[src/rtl/smooth_vertex_normal_accumulator_top_defines.svh]
// ----------------------------------------------------------------------------
// Assertion macros for the smooth vertex normal accumulator
// Shared property templates, clocked on clk and disabled during reset.
// ----------------------------------------------------------------------------
`ifndef SMOOTH_VERTEX_NORMAL_ACCUMULATOR_TOP_DEFINES_SVH
`define SMOOTH_VERTEX_NORMAL_ACCUMULATOR_TOP_DEFINES_SVH

// Same-cycle implication.
`define SVNA_ASSERT_NOW(label, ante, cons, msg) \
  label: assert property (@(posedge clk) disable iff (!rst_n) (ante) |-> (cons)) \
    else $error(msg);

// Next-cycle implication.
`define SVNA_ASSERT_NEXT(label, ante, cons, msg) \
  label: assert property (@(posedge clk) disable iff (!rst_n) (ante) |=> (cons)) \
    else $error(msg);

`endif

[src/rtl/svna_ram.sv]
// ----------------------------------------------------------------------------
// svna_ram
// Simple dual-port synchronous RAM with one write port and a registered read.
// ----------------------------------------------------------------------------
module svna_ram #(
  parameter int WIDTH = 8,
  parameter int DEPTH = 16
) (
  input  logic                     clk,
  input  logic                     we,
  input  logic [$clog2(DEPTH)-1:0] waddr,
  input  logic [WIDTH-1:0]         wdata,
  input  logic [$clog2(DEPTH)-1:0] raddr,
  output logic [WIDTH-1:0]         rdata
);

  logic [WIDTH-1:0] mem [DEPTH];

  always_ff @(posedge clk) begin
    if (we) begin
      mem[waddr] <= wdata;
    end
    rdata <= mem[raddr];
  end

endmodule

[config.mk]
export PLATFORM = sky130hd
export DESIGN_NAME = svna_ram
export DESIGN_NICKNAME = d
export VERILOG_FILES = /design/src/rtl/smooth_vertex_normal_accumulator_top_defines.svh /design/src/rtl/svna_ram.sv
export SDC_FILE = /design/constraint.sdc
export NUM_CORES = 1
export LEC_CHECK = 0
export BUFFER_PORTS_ARGS = -buffer_cell sky130_fd_sc_hd__buf_4
export CORE_UTILIZATION = 60
export CTS_CLUSTER_SIZE = 10
export DETAILED_ROUTE_END_ITERATION = 6
export PLACE_DENSITY = 0.84
export SYNTH_ARGS = -nofsm -noshare
export SYNTH_HDL_FRONTEND = slang
export SYNTH_SLANG_ARGS = --single-unit
[constraint.sdc]
create_clock -name clk -period 2.8 [get_ports clk]
set_input_delay 0.84 -clock clk [delete_from_list [all_inputs] [get_ports clk]]
set_output_delay 0.84 -clock clk [all_outputs]
set_load 0.03 [all_outputs]
==> summary.md <==
| Metric | Value |
|---|---|
| Starting density of the core | 0.6233 |
| Endpoint of the most critical register-to-register path | rdata[2] |
| Transition at the pin with the smallest max-transition slack | 0.7573 ns |
| Number of max-slew violations in the final report | 0 |
| Result of the run | finished clean |
| Fraction of registers with async set/reset | 0 |
| Total cell area at the placement stage | about 0.0056 sq mm |
| Portion of synthesized cell area occupied by the leading cell type | 0.7467 |
| Detailed Place HPWL | around 5900 um |
| Worst clock skew on the final layout | about 0.0047 ns |
| Maximum operating frequency | 515.4 MHz |
| Wire length of the first global-routing pass | 15480 um |
| Final Setup Violations | 0 |
| Routed WL | 10360 um |
| Switch Pwr | 0.9750 mW |
| Launching point of the worst reg2reg path | mem[9][2] |
| Proportion of synthesized chip area in sequential cells | 0.7778 |
| Combinational cell fraction of total power | 0.053 |
| Layout Nets | 305 |
| Final core area utilization | 0.7442 |
| Core area | 0.008258 sq mm |
| Slack of the worst reg-to-reg path | 1.35 ns |
| Number of max-capacitance violations reported | 0 |
| Count of cells resized by post-cts repair | 0 |
| Post-route worst hold slack | 0.6342 ns |
| Final routed DRC violation total | 0 |
| Average detailed-routed wire length per instance | 25.65 um |
| Count of TritonRoute iterations in the first routing pass | 6 |
| Cell Area, Synth | approximately 0.0051 sq mm |
| Final non-filler cell area | 0.006146 sq mm |
| Fraction of layout cells with a size suffix above 1 | 0.3244 |
| Static leakage power | about 2.1 nW |
| Count of cell types in the netlist | 19 |
| Worst setup EP type | flop |
| CTS root buffer | sky130_fd_sc_hd__clkbuf_8 |
| Final weighted congestion in routability-driven placement | 0.8614 |
| Total via count after detailed routing | 2601 |
| Maximum number of pins on one net before global-route repair | 33 |
| Vertical die dimension | between 90 and 100 um |
| Hold Crit Start | wdata[1] |
| Unrepaired setup endpoints after global routing | no |
| Vias in the first global route | 2631 |
| Port Buf Inserts | 25 |
| TritonCTS clock tree | done |
| Dpl cells | ~370 |
| Clk Latency, worst-skew pair | 0.51 ns |
| Synthesized area per cell | 22.48 sq um |
| Synth Register Bits | 136 |
| Share of the clock period used by the worst path | 0.6929 |
| FP Rows | 33 |
| CTS sink cnt | 136 |
| Sequential cell fraction of total power | 0.488 |
| Endpoint of the worst hold path | mem[7][1] |
| Main synth FF type | sky130_fd_sc_hd__edfxtp_1 |
| Critical Path Source Type | primary input |
| Iter 0 DRT Violations | ~380 |
| Library cell with the largest summed area after synthesis | sky130_fd_sc_hd__edfxtp_1 |
| Largest driver fanout on the critical path | 16 |
| Clock edge transition at the registers on the reported setup and hold paths | 0.06 ns |
| Number of buffers created by CTS | 17 |
| Antenna Violating Nets Remaining | 0 |
| Final sum of negative setup slack | 0 ns |
| Largest cells by area after synthesis | sky130_fd_sc_hd__edfxtp_1 (75%), sky130_fd_sc_hd__mux4_2 (7.9%), sky130_fd_sc_hd__mux4_1 (7.1%) |
| IR drop worst, VDD | between 0.5 and 0.6 mV |
| Total I/O pin count | 26 |
| Time the final worst path needs with I/O delays and setup | just under 2 ns |
| Antenna Cells | 0 |
| Clock tree buffer depth | 2 |
| Number of levels in the clock H-tree | 4 |
| Startpoint-to-endpoint class of the critical path | in -> reg |
| R2r worst-path depth | 3 |
| Synth-to-Final Area Change | 19.40% |
| Non-filler instance count after layout | 404 |
| Power per cell area | 763.9 mW/mm^2 |
| Tightest Hold Check Type | in -> reg |
| Relative slew slack | 0.4932 |
| CP Data Required Time | about 3.2 ns |
| GRT Overall Usage | 0.2606 |
| Cell count of the worst hold path | 1 |
| Internal | 3.720 mW |
| Total nets after synthesis | 247 |
| Die Span X | 94.63 um |
| Fraction of power spent switching nets | 0.2077 |
| Critical path data arrival time | about 2.3 ns |
| Die Outline Area | about 0.0090 sq mm |
| Clock share of power | 0.458 |
| Number of buffers inserted for hold repair after clock tree synthesis | 0 |
| Via density per instance | 6.438 |
| EDFF count, synth | 128 |
| Warnings from Yosys | 0 |
| Initial antenna violation count | 0 |
| Final number of hold-violating endpoints | 0 |
| Gate Count Post-Synth | roughly 230 |
| Gr ovfl total | 0 |
| Total setup buffers inserted after CTS | 0 |
Yosys cell counts, types with 2 or more instances:
master,number
sky130_fd_sc_hd__buf_6,3
sky130_fd_sc_hd__edfxtp_1,128
sky130_fd_sc_hd__nand3b_1,2
sky130_fd_sc_hd__nand2b_1,2
sky130_fd_sc_hd__mux4_2,18
sky130_fd_sc_hd__mux4_1,14
sky130_fd_sc_hd__nand2_1,9
sky130_fd_sc_hd__dfxtp_1,8
sky130_fd_sc_hd__a22oi_1,16
sky130_fd_sc_hd__nor3_1,4
sky130_fd_sc_hd__nor2_1,13
sky130_fd_sc_hd__clkdlybuf4s25_2,3
sky130_fd_sc_hd__buf_2,3
logic make-up after synthesis:
kind of cell / synth area share
multiplexers: 0.1502
flip-flops: 0.7778
AO/OA/AOI/OAI: 0.02334
AND/OR/NAND/NOR: 0.03184
buffers and inverters: 0.01677
layout make-up:
| class | instances | area [sq um] |
|---|---|---|
| repair buffers | 49 | 380.4 |
| flip-flops and latches | 136 | 4004 |
| clock inverters | 14 | 158.9 |
| clock buffers | 17 | 414.1 |
| multi-input cells | 83 | 1057 |
| well taps | 105 | 131.4 |
| fillers | 436 | 2112 |
state kept, by name, summed over array words and instances, names as in the netlist:
signal  cells
rdata       8
mem       128
routing by layer:
metal | up-vias | routed length [um] | global-route usage
li1 | 1091 | - | -
met1 | 1304 | 4210 | 0.3707
met2 | 174 | 5000 | 0.3825
met3 | 32 | 873 | 0.06844
met4 | 0 | 279 | 0.1237
met5 | - | 0 | 0
power groups by stage:
| stage | Combinational (mW) | Sequential [mW] | Clock (mW) |
|---|---|---|---|
| final | 0.251 | 2.29 | 2.15 |
| after global routing | 0.266 | 2.30 | 2.25 |
| after CTS | 0.252 | 2.29 | 2.16 |
| after detailed placement | 0.245 | 2.33 | 0 |
| after global placement | 0.238 | 2.33 | 0 |
| after floorplan | 0.116 | 2.36 | 0 |
cell usage in the layout, fill, tap and decap left out, types with 2 or more instances in the layout:
master	instances
sky130_fd_sc_hd__edfxtp_1	128
sky130_fd_sc_hd__buf_4	48
sky130_fd_sc_hd__mux4_2	18
sky130_fd_sc_hd__a22oi_1	16
sky130_fd_sc_hd__clkbuf_16	16
sky130_fd_sc_hd__mux4_1	14
sky130_fd_sc_hd__nor2_1	13
sky130_fd_sc_hd__nand2_1	9
sky130_fd_sc_hd__dfxtp_1	8
sky130_fd_sc_hd__clkinvlp_4	5
sky130_fd_sc_hd__nor3_1	4
sky130_fd_sc_hd__clkinv_2	3
sky130_fd_sc_hd__bufinv_16	3
sky130_fd_sc_hd__nand3b_1	2
sky130_fd_sc_hd__nand2b_1	2
sky130_fd_sc_hd__clkinv_1	2
critical path, cell delays in order:
cell and delay, ns:
sky130_fd_sc_hd__buf_4 0.30, sky130_fd_sc_hd__buf_12 0.21, sky130_fd_sc_hd__mux4_1 0.62, sky130_fd_sc_hd__a22oi_1 0.28, sky130_fd_sc_hd__nand2_1 0.09
worst max path at each step:
stage,from,end,slack [ns]
after floorplan,waddr[2],mem[0][0],0.47
after global placement,raddr[0],rdata[0],0.42
after detailed placement,raddr[0],rdata[0],0.42
after CTS,raddr[0],rdata[5],0.86
after global routing,raddr[0],rdata[5],0.78
final,raddr[0],rdata[5],0.86
per-stage QoR:
stage,worst slack (ns),power (mW)
floorplan,0.4671,2.471
global placement,0.4243,2.569
detailed placement,0.4153,2.579
CTS,0.8575,4.707
global route,0.7811,4.812
finish,0.8598,4.695
(Power assumes the default switching activity.)
