### src/rtl/smooth_vertex_normal_accumulator_top_defines.svh
// ----------------------------------------------------------------------------
// Assertion macros for the smooth vertex normal accumulator
// Shared property templates, clocked on clk and disabled during reset.
// ----------------------------------------------------------------------------
`ifndef SMOOTH_VERTEX_NORMAL_ACCUMULATOR_TOP_DEFINES_SVH
`define SMOOTH_VERTEX_NORMAL_ACCUMULATOR_TOP_DEFINES_SVH

// Same-cycle implication.
`define SVNA_ASSERT_NOW(label, ante, cons, msg) \
  label: assert property (@(posedge clk) disable iff (!rst_n) (ante) |-> (cons)) \
    else $error(msg);

// Next-cycle implication.
`define SVNA_ASSERT_NEXT(label, ante, cons, msg) \
  label: assert property (@(posedge clk) disable iff (!rst_n) (ante) |=> (cons)) \
    else $error(msg);

`endif

### src/rtl/svna_pkg.sv
// ----------------------------------------------------------------------------
// svna_pkg
// Types, constants and helpers shared by the vertex normal accumulator.
// ----------------------------------------------------------------------------
package svna_pkg;

  localparam int VERTEX_COUNT = 1024;
  localparam int ACCUM_BITS   = 24;
  localparam int ADDR_W       = $clog2(VERTEX_COUNT);
  localparam int IDX_W        = 10;
  localparam int POS_W        = 16;
  localparam int NRM_W        = 16;
  localparam int EDGE_W       = POS_W + 1;
  localparam int VEC_W        = 36;
  localparam int ONE_Q14      = 16384;

  typedef enum logic [1:0] {
    CMD_LOAD = 2'd0,
    CMD_TRI  = 2'd1,
    CMD_READ = 2'd2
  } cmd_t;

  typedef enum logic [3:0] {
    ST_IDLE,
    ST_POS_A,
    ST_POS_B,
    ST_POS_C,
    ST_EDGE,
    ST_CROSS,
    ST_UNIT,
    ST_RD_ADDR,
    ST_RD_DATA,
    ST_WAIT,
    ST_ACC_RD,
    ST_ACC_WB,
    ST_OUT
  } state_t;

  typedef enum logic [2:0] {
    U_IDLE,
    U_SHIFT,
    U_SQ,
    U_SQRT,
    U_DIV_INIT,
    U_DIV,
    U_DONE
  } ustate_t;

  typedef struct packed {
    logic start;
  } unit_req_t;

  typedef struct packed {
    logic done;
    logic nonzero;
  } unit_rsp_t;

  function automatic logic in_range(input logic [IDX_W-1:0] idx);
    return 32'(idx) < VERTEX_COUNT;
  endfunction

  function automatic logic [ADDR_W-1:0] to_addr(input logic [IDX_W-1:0] idx);
    return ADDR_W'(idx);
  endfunction

  // Saturating accumulate of a Q1.14 term into an accumulator.
  function automatic logic signed [ACCUM_BITS-1:0] sat_add(
    input logic signed [ACCUM_BITS-1:0] a,
    input logic signed [NRM_W-1:0]      b
  );
    logic signed [ACCUM_BITS:0] s;
    s = (ACCUM_BITS+1)'(a) + (ACCUM_BITS+1)'(b);
    if (s[ACCUM_BITS] != s[ACCUM_BITS-1]) begin
      return s[ACCUM_BITS] ? {1'b1, {(ACCUM_BITS-1){1'b0}}}
                           : {1'b0, {(ACCUM_BITS-1){1'b1}}};
    end
    return s[ACCUM_BITS-1:0];
  endfunction

endpackage

### src/rtl/svna_unit.sv
// ----------------------------------------------------------------------------
// svna_unit
// Scales a signed 3-vector to a Q1.14 unit vector: bit-serial normalize,
// sum of squares, square root and division.
// ----------------------------------------------------------------------------
module svna_unit
  import svna_pkg::*;
(
  input  logic                    clk,
  input  logic                    rst_n,
  input  unit_req_t               req,
  input  logic signed [VEC_W-1:0] vec_x,
  input  logic signed [VEC_W-1:0] vec_y,
  input  logic signed [VEC_W-1:0] vec_z,
  output unit_rsp_t               rsp,
  output logic signed [NRM_W-1:0] n_x,
  output logic signed [NRM_W-1:0] n_y,
  output logic signed [NRM_W-1:0] n_z
);

  localparam int SUM_W  = 50;
  localparam int ROOT_W = 25;
  localparam int REM_W  = 28;
  localparam int DIV_W  = 39;
  localparam int DSR_W  = DIV_W + 1;
  localparam int QUO_W  = 16;

  ustate_t                 state_r, state_nxt;
  logic [VEC_W-1:0]        mag_r [3];
  logic                    neg_r [3];
  logic [SUM_W-1:0]        sum_r;
  logic [REM_W-1:0]        rem_r;
  logic [ROOT_W-1:0]       root_r;
  logic [4:0]              cnt_r;
  logic [1:0]              comp_r;
  logic [DIV_W-1:0]        drem_r;
  logic [DSR_W-1:0]        dsr_r;
  logic [QUO_W-1:0]        quo_r;
  logic signed [NRM_W-1:0] n_r [3];
  logic                    nonzero_r;

  logic             all_zero, too_big, too_small;
  logic [23:0]      mag_sel;
  logic [REM_W-1:0] sq_trial_rem, sq_trial;
  logic             sq_take, div_take;
  logic [QUO_W-1:0] quo_fin, q_clamp;

  always_comb begin
    all_zero  = (vec_x == '0) && (vec_y == '0) && (vec_z == '0);
    too_big   = (|mag_r[0][VEC_W-1:24]) || (|mag_r[1][VEC_W-1:24]) ||
                (|mag_r[2][VEC_W-1:24]);
    too_small = !((|mag_r[0][VEC_W-1:23]) || (|mag_r[1][VEC_W-1:23]) ||
                  (|mag_r[2][VEC_W-1:23]));
    mag_sel   = mag_r[comp_r][23:0];
    sq_trial_rem = {rem_r[REM_W-3:0], sum_r[SUM_W-1:SUM_W-2]};
    sq_trial     = REM_W'({root_r, 2'b01});
    sq_take      = sq_trial_rem >= sq_trial;
    div_take     = {1'b0, drem_r} >= dsr_r;
    quo_fin      = {quo_r[QUO_W-2:0], div_take};
    q_clamp      = (quo_fin > QUO_W'(ONE_Q14)) ? QUO_W'(ONE_Q14) : quo_fin;
  end

  // Next state.
  always_comb begin
    state_nxt = state_r;
    unique case (state_r)
      U_IDLE:     if (req.start) state_nxt = all_zero ? U_DONE : U_SHIFT;
      U_SHIFT:    if (!too_big && !too_small) state_nxt = U_SQ;
      U_SQ:       if (comp_r == 2'd2) state_nxt = U_SQRT;
      U_SQRT:     if (cnt_r == 5'(ROOT_W - 1)) state_nxt = U_DIV_INIT;
      U_DIV_INIT: state_nxt = U_DIV;
      U_DIV: begin
        if (cnt_r == 5'(QUO_W - 1)) state_nxt = (comp_r == 2'd2) ? U_DONE : U_DIV_INIT;
      end
      U_DONE:     state_nxt = U_IDLE;
      default:    state_nxt = U_IDLE;
    endcase
  end

  // Outputs.
  always_comb begin
    rsp.done    = (state_r == U_DONE);
    rsp.nonzero = nonzero_r;
    n_x         = n_r[0];
    n_y         = n_r[1];
    n_z         = n_r[2];
  end

  always_ff @(posedge clk) begin
    if (!rst_n) begin
      state_r <= U_IDLE;
    end else begin
      state_r <= state_nxt;
    end
  end

  always_ff @(posedge clk) begin
    case (state_r)
      U_IDLE: begin
        mag_r[0]  <= vec_x[VEC_W-1] ? VEC_W'(-vec_x) : vec_x;
        mag_r[1]  <= vec_y[VEC_W-1] ? VEC_W'(-vec_y) : vec_y;
        mag_r[2]  <= vec_z[VEC_W-1] ? VEC_W'(-vec_z) : vec_z;
        neg_r[0]  <= vec_x[VEC_W-1];
        neg_r[1]  <= vec_y[VEC_W-1];
        neg_r[2]  <= vec_z[VEC_W-1];
        nonzero_r <= !all_zero;
      end
      U_SHIFT: begin
        // Truncating right shifts one bit at a time match a single wide shift.
        for (int i = 0; i < 3; i++) begin
          if (too_big) begin
            mag_r[i] <= mag_r[i] >> 1;
          end else if (too_small) begin
            mag_r[i] <= mag_r[i] << 1;
          end
        end
        comp_r <= 2'd0;
        sum_r  <= '0;
      end
      U_SQ: begin
        sum_r  <= sum_r + SUM_W'(mag_sel * mag_sel);
        comp_r <= comp_r + 2'd1;
        cnt_r  <= '0;
        rem_r  <= '0;
        root_r <= '0;
      end
      U_SQRT: begin
        rem_r  <= sq_take ? (sq_trial_rem - sq_trial) : sq_trial_rem;
        root_r <= {root_r[ROOT_W-2:0], sq_take};
        sum_r  <= sum_r << 2;
        cnt_r  <= cnt_r + 5'd1;
        comp_r <= 2'd0;
      end
      U_DIV_INIT: begin
        drem_r <= DIV_W'({mag_sel, 14'd0}) + DIV_W'(root_r >> 1);
        dsr_r  <= DSR_W'(root_r) << (QUO_W - 1);
        quo_r  <= '0;
        cnt_r  <= '0;
      end
      U_DIV: begin
        if (div_take) begin
          drem_r <= drem_r - DIV_W'(dsr_r);
        end
        dsr_r <= dsr_r >> 1;
        quo_r <= quo_fin;
        cnt_r <= cnt_r + 5'd1;
        if (cnt_r == 5'(QUO_W - 1)) begin
          n_r[comp_r] <= neg_r[comp_r] ? NRM_W'(-$signed(q_clamp)) : $signed(q_clamp);
          comp_r      <= comp_r + 2'd1;
        end
      end
      default: begin
      end
    endcase
  end

endmodule

### config.mk
export PLATFORM = sky130hd
export DESIGN_NAME = svna_unit
export DESIGN_NICKNAME = d
export VERILOG_FILES = /design/src/rtl/smooth_vertex_normal_accumulator_top_defines.svh /design/src/rtl/svna_pkg.sv /design/src/rtl/svna_unit.sv
export SDC_FILE = /design/constraint.sdc
export NUM_CORES = 2
export LEC_CHECK = 0
export BUFFER_PORTS_ARGS = -buffer_cell sky130_fd_sc_hd__buf_2
export CORE_ASPECT_RATIO = 1.1
export CORE_MARGIN = 1
export CORE_UTILIZATION = 65
export CTS_BUF_LIST = sky130_fd_sc_hd__clkbuf_8
export DETAILED_ROUTE_END_ITERATION = 12
export HOLD_SLACK_MARGIN = 0.08
export PLACE_DENSITY = 0.95
export SYNTH_ARGS = -nofsm -noshare
export SYNTH_HDL_FRONTEND = slang
export SYNTH_SLANG_ARGS = --single-unit
### constraint.sdc
create_clock -name clk -period 17.9 [get_ports clk]
set_input_delay 3.58 -clock clk [delete_from_list [all_inputs] [get_ports clk]]
set_output_delay 3.58 -clock clk [all_outputs]
set_load 0.05 [all_outputs]
==> reports/results.ini <==
[cts]
cts_buffer_depth=3
cts-root-buf=clkbuf_8
cts-buffers-inserted=61
hold_buffers=0
cts.sinks=367
clk_pin_slew_worst_paths_ns=0.07
cts_htree_levels=2
cts_tree=done
ctsResizeCount=0
clk_latency_ns=0.73
cts_setup_buffers=0

[drt]
vias_per_cell=6.27
drtIter0Drc=4243
ant_nets=0
route.detailed.drc=0
drtPass1Iterations=7
drt_wl_total_microns=113000
wire_per_inst_microns=21.5
vias=32975

[logic_synthesis]
synthesis.nets=5154
synthArstFlopShare=0
syn_area_per_cell_sq_um=9.27
synth_fa_ha_area_frac=0.322
synth_compound_area_frac=0.122
synth_area_sq_um=39900
yosysWarnings=0
synth-edff-count=361
synth_top_family_by_area=adder cells
ys_ff_latch=367
yosysSeqAreaShare=0.275
ys.flop_type=edfxtp_1
synthCells=4304
synthSimpleGateAreaFrac=0.124
yosys.cell_types.count=74
synth_mux_area_frac=0.0146
synth_xor_area_frac=0.0509

[floorplanning]
die_h_microns=262
pin_count=161
core.rowCount=94
die_w_microns=238
core_area_sq_um=60200
start_util=0.663
die_area_sq_um=62400

[sta]
finalCritPeriodShare=0.542
fin_skew_ns=0.0371
fmax_ghz=0.103
hold_viol_final=0
slew_headroom=0.105
fin_crit_ns=9.71
worst_pin_slew_ns=1.31
final_max_slew_viol_count=0
setup_tns_ns=0
setup_viol=0
grt_setup_unrepaired=no

[worst_setup_path]
cp.depth=27
critPathSlowestCell=dfxtp_2
r2r_slack_ns=8.19
worstPathRequired_ns=18.32
cpPeakStageDelay_ns=0.89
setup.worst_path.start_class=register
cpMostUsedCell=fa_1
worstPathArrival_ns=10.13
reg2regPathDepth=27
rr_endpoint=sum_r[47]
worstPathMaxFanout=54
path_buf_inv=7
crit_path_end_kind=register
path_class=register to register
critPathTopFamily=adder cells

[worst_hold_path]
min_path_cells=2
hp-start=mag_r[0][31]
holdPathEnd=mag_r[0][30]
worstHoldPathType=register to register

[cells_and_area]
drive_gt1_frac=0.0721
syn_to_final_growth_pct=6.82
final_nets=5238

[place]
dpl.hpwl_microns=84900
port_buffers=160
routabilityCongestion=1.04

[status]
outcome=finished, final reports clean

[grt]
track_usage=0.364
grt_pass1_wl_microns=176000
grt_overflow=0
busiest_layer=met2
grt_util_met3=0.0912
met2_usage=0.602
use_met1=0.420
grt_pass1_vias=33619
grt_max_degree=139
antenna_found_initial=6

[flow_run]
max-cap-violations=0

kinds of logic (layout without fill, tap and decap cells):
| family | count (synthesis) | after routing |
|---|---|---|
| XOR/XNOR | 232 | 232 |
| flip-flops | 367 | 367 |
| adder cells (fa/ha/maj) | 739 | 739 |
| AO/OA/AOI/OAI | 791 | 791 |
| multiplexers | 58 | 58 |
| buffers and inverters | 987 | 1124 |
| AND/OR/NAND/NOR | 1130 | 1130 |
| other | 0 | 4 |
cells in the final DEF (no fill, tap or decap), types with 13 or more instances in the layout:
master,netlist,layout
or3_1,22,22
and2_1,21,21
inv_1,810,820
a21o_1,70,70
nand3_1,36,36
nor2b_1,19,19
xnor2_1,110,110
nand4_1,21,21
or2_2,13,13
fa_1,479,479
nor4_1,25,24
clkinv_1,7,28
buf_4,1,30
edfxtp_1,361,361
ha_1,260,260
and3_1,23,23
o31ai_1,39,39
nand2b_1,20,20
a21oi_1,209,208
a31oi_1,13,13
o21a_1,38,38
nor2_1,387,384
o21ai_0,258,255
clkbuf_8,0,61
mux2i_1,57,57
nand2_1,472,469
o41ai_1,24,24
buf_2,1,160
o21bai_1,16,16
xor2_1,122,122
a211oi_1,15,15
nor3_1,35,35
stage by stage:
step	std cells	setup WS, ns	area, sq um	hold WS, ns	utilization
6_report	5261	8.19	42600	0.558	0.708
5_1_grt	5260	7.84	42600	0.577	0.708
4_1_cts	5257	8.46	42600	0.559	0.708
3_5_place_dp	5141	8.49	41400	0.545	0.687
3_3_place_gp	5141	8.77	41400	0.533	0.687
2_1_floorplan	4304	8.75	39900	0.490	-
worst reg2reg max path: cells and delay by family (launching register included):
| kind | cells | cell delay (ns) |
|---|---|---|
| compound gates | 8 | 2.76 |
| xor+xnor | 1 | 0.15 |
| fa+ha+maj | 8 | 3.86 |
| buf+inv | 7 | 1.21 |
| flops | 1 | 0.89 |
| simple gates | 3 | 0.57 |
cell type report:
| type | count | area, sq um |
|---|---|---|
| clock inverters | 55 | 417 |
| well taps | 816 | 1020 |
| fillers | 3934 | 17600 |
| clock buffers | 61 | 840 |
| repair buffers | 190 | 1030 |
| flip-flops and latches | 367 | 11000 |
| diodes | 4 | 10.0 |
| multi-input cells | 2950 | 25300 |
| inverters | 818 | 3070 |
Yosys cell counts, types with 38 or more instances:
master      n  area, sq um
o21a_1     38          285
fa_1      479         9590
nand2_1   472         1770
xor2_1    122         1070
o31ai_1    39          293
o21ai_0   258         1290
mux2i_1    57          571
a21o_1     70          526
xnor2_1   110          963
edfxtp_1  361        10800
ha_1      260         3250
nor2_1    387         1450
a21oi_1   209         1050
clkbuf_1  145          544
inv_1     810         3040
registers in the layout, summed over array words and instances (netlist names), 3 cells and up, named ones only:
| signal | count |
|---|---|
| cnt_r | 5 |
| drem_r | 39 |
| dsr_r | 40 |
| mag_r | 108 |
| n_r | 48 |
| neg_r | 3 |
| quo_r | 15 |
| rem_r | 26 |
| root_r | 25 |
| state_r | 3 |
| sum_r | 50 |
metal layers:
layer / wire, microns / part of all wire
met4: 9050 / 0.080
met3: 12900 / 0.11
met5: 27 / 0.00024
met2: 54100 / 0.48
met1: 37000 / 0.33
worst max path at each step:
stage          startpoint   endpoint  slack [ns]
2_1_floorplan    register  sum_r[49]        8.75
3_3_place_gp     register  sum_r[47]        8.77
3_5_place_dp     register  sum_r[47]        8.49
4_1_cts          register  sum_r[47]        8.46
5_1_grt          register  sum_r[47]        7.84
6_report         register  sum_r[47]        8.19
Power is not shown: default switching activity piles up to over one toggle a cycle in this logic, so the estimate is an artifact.
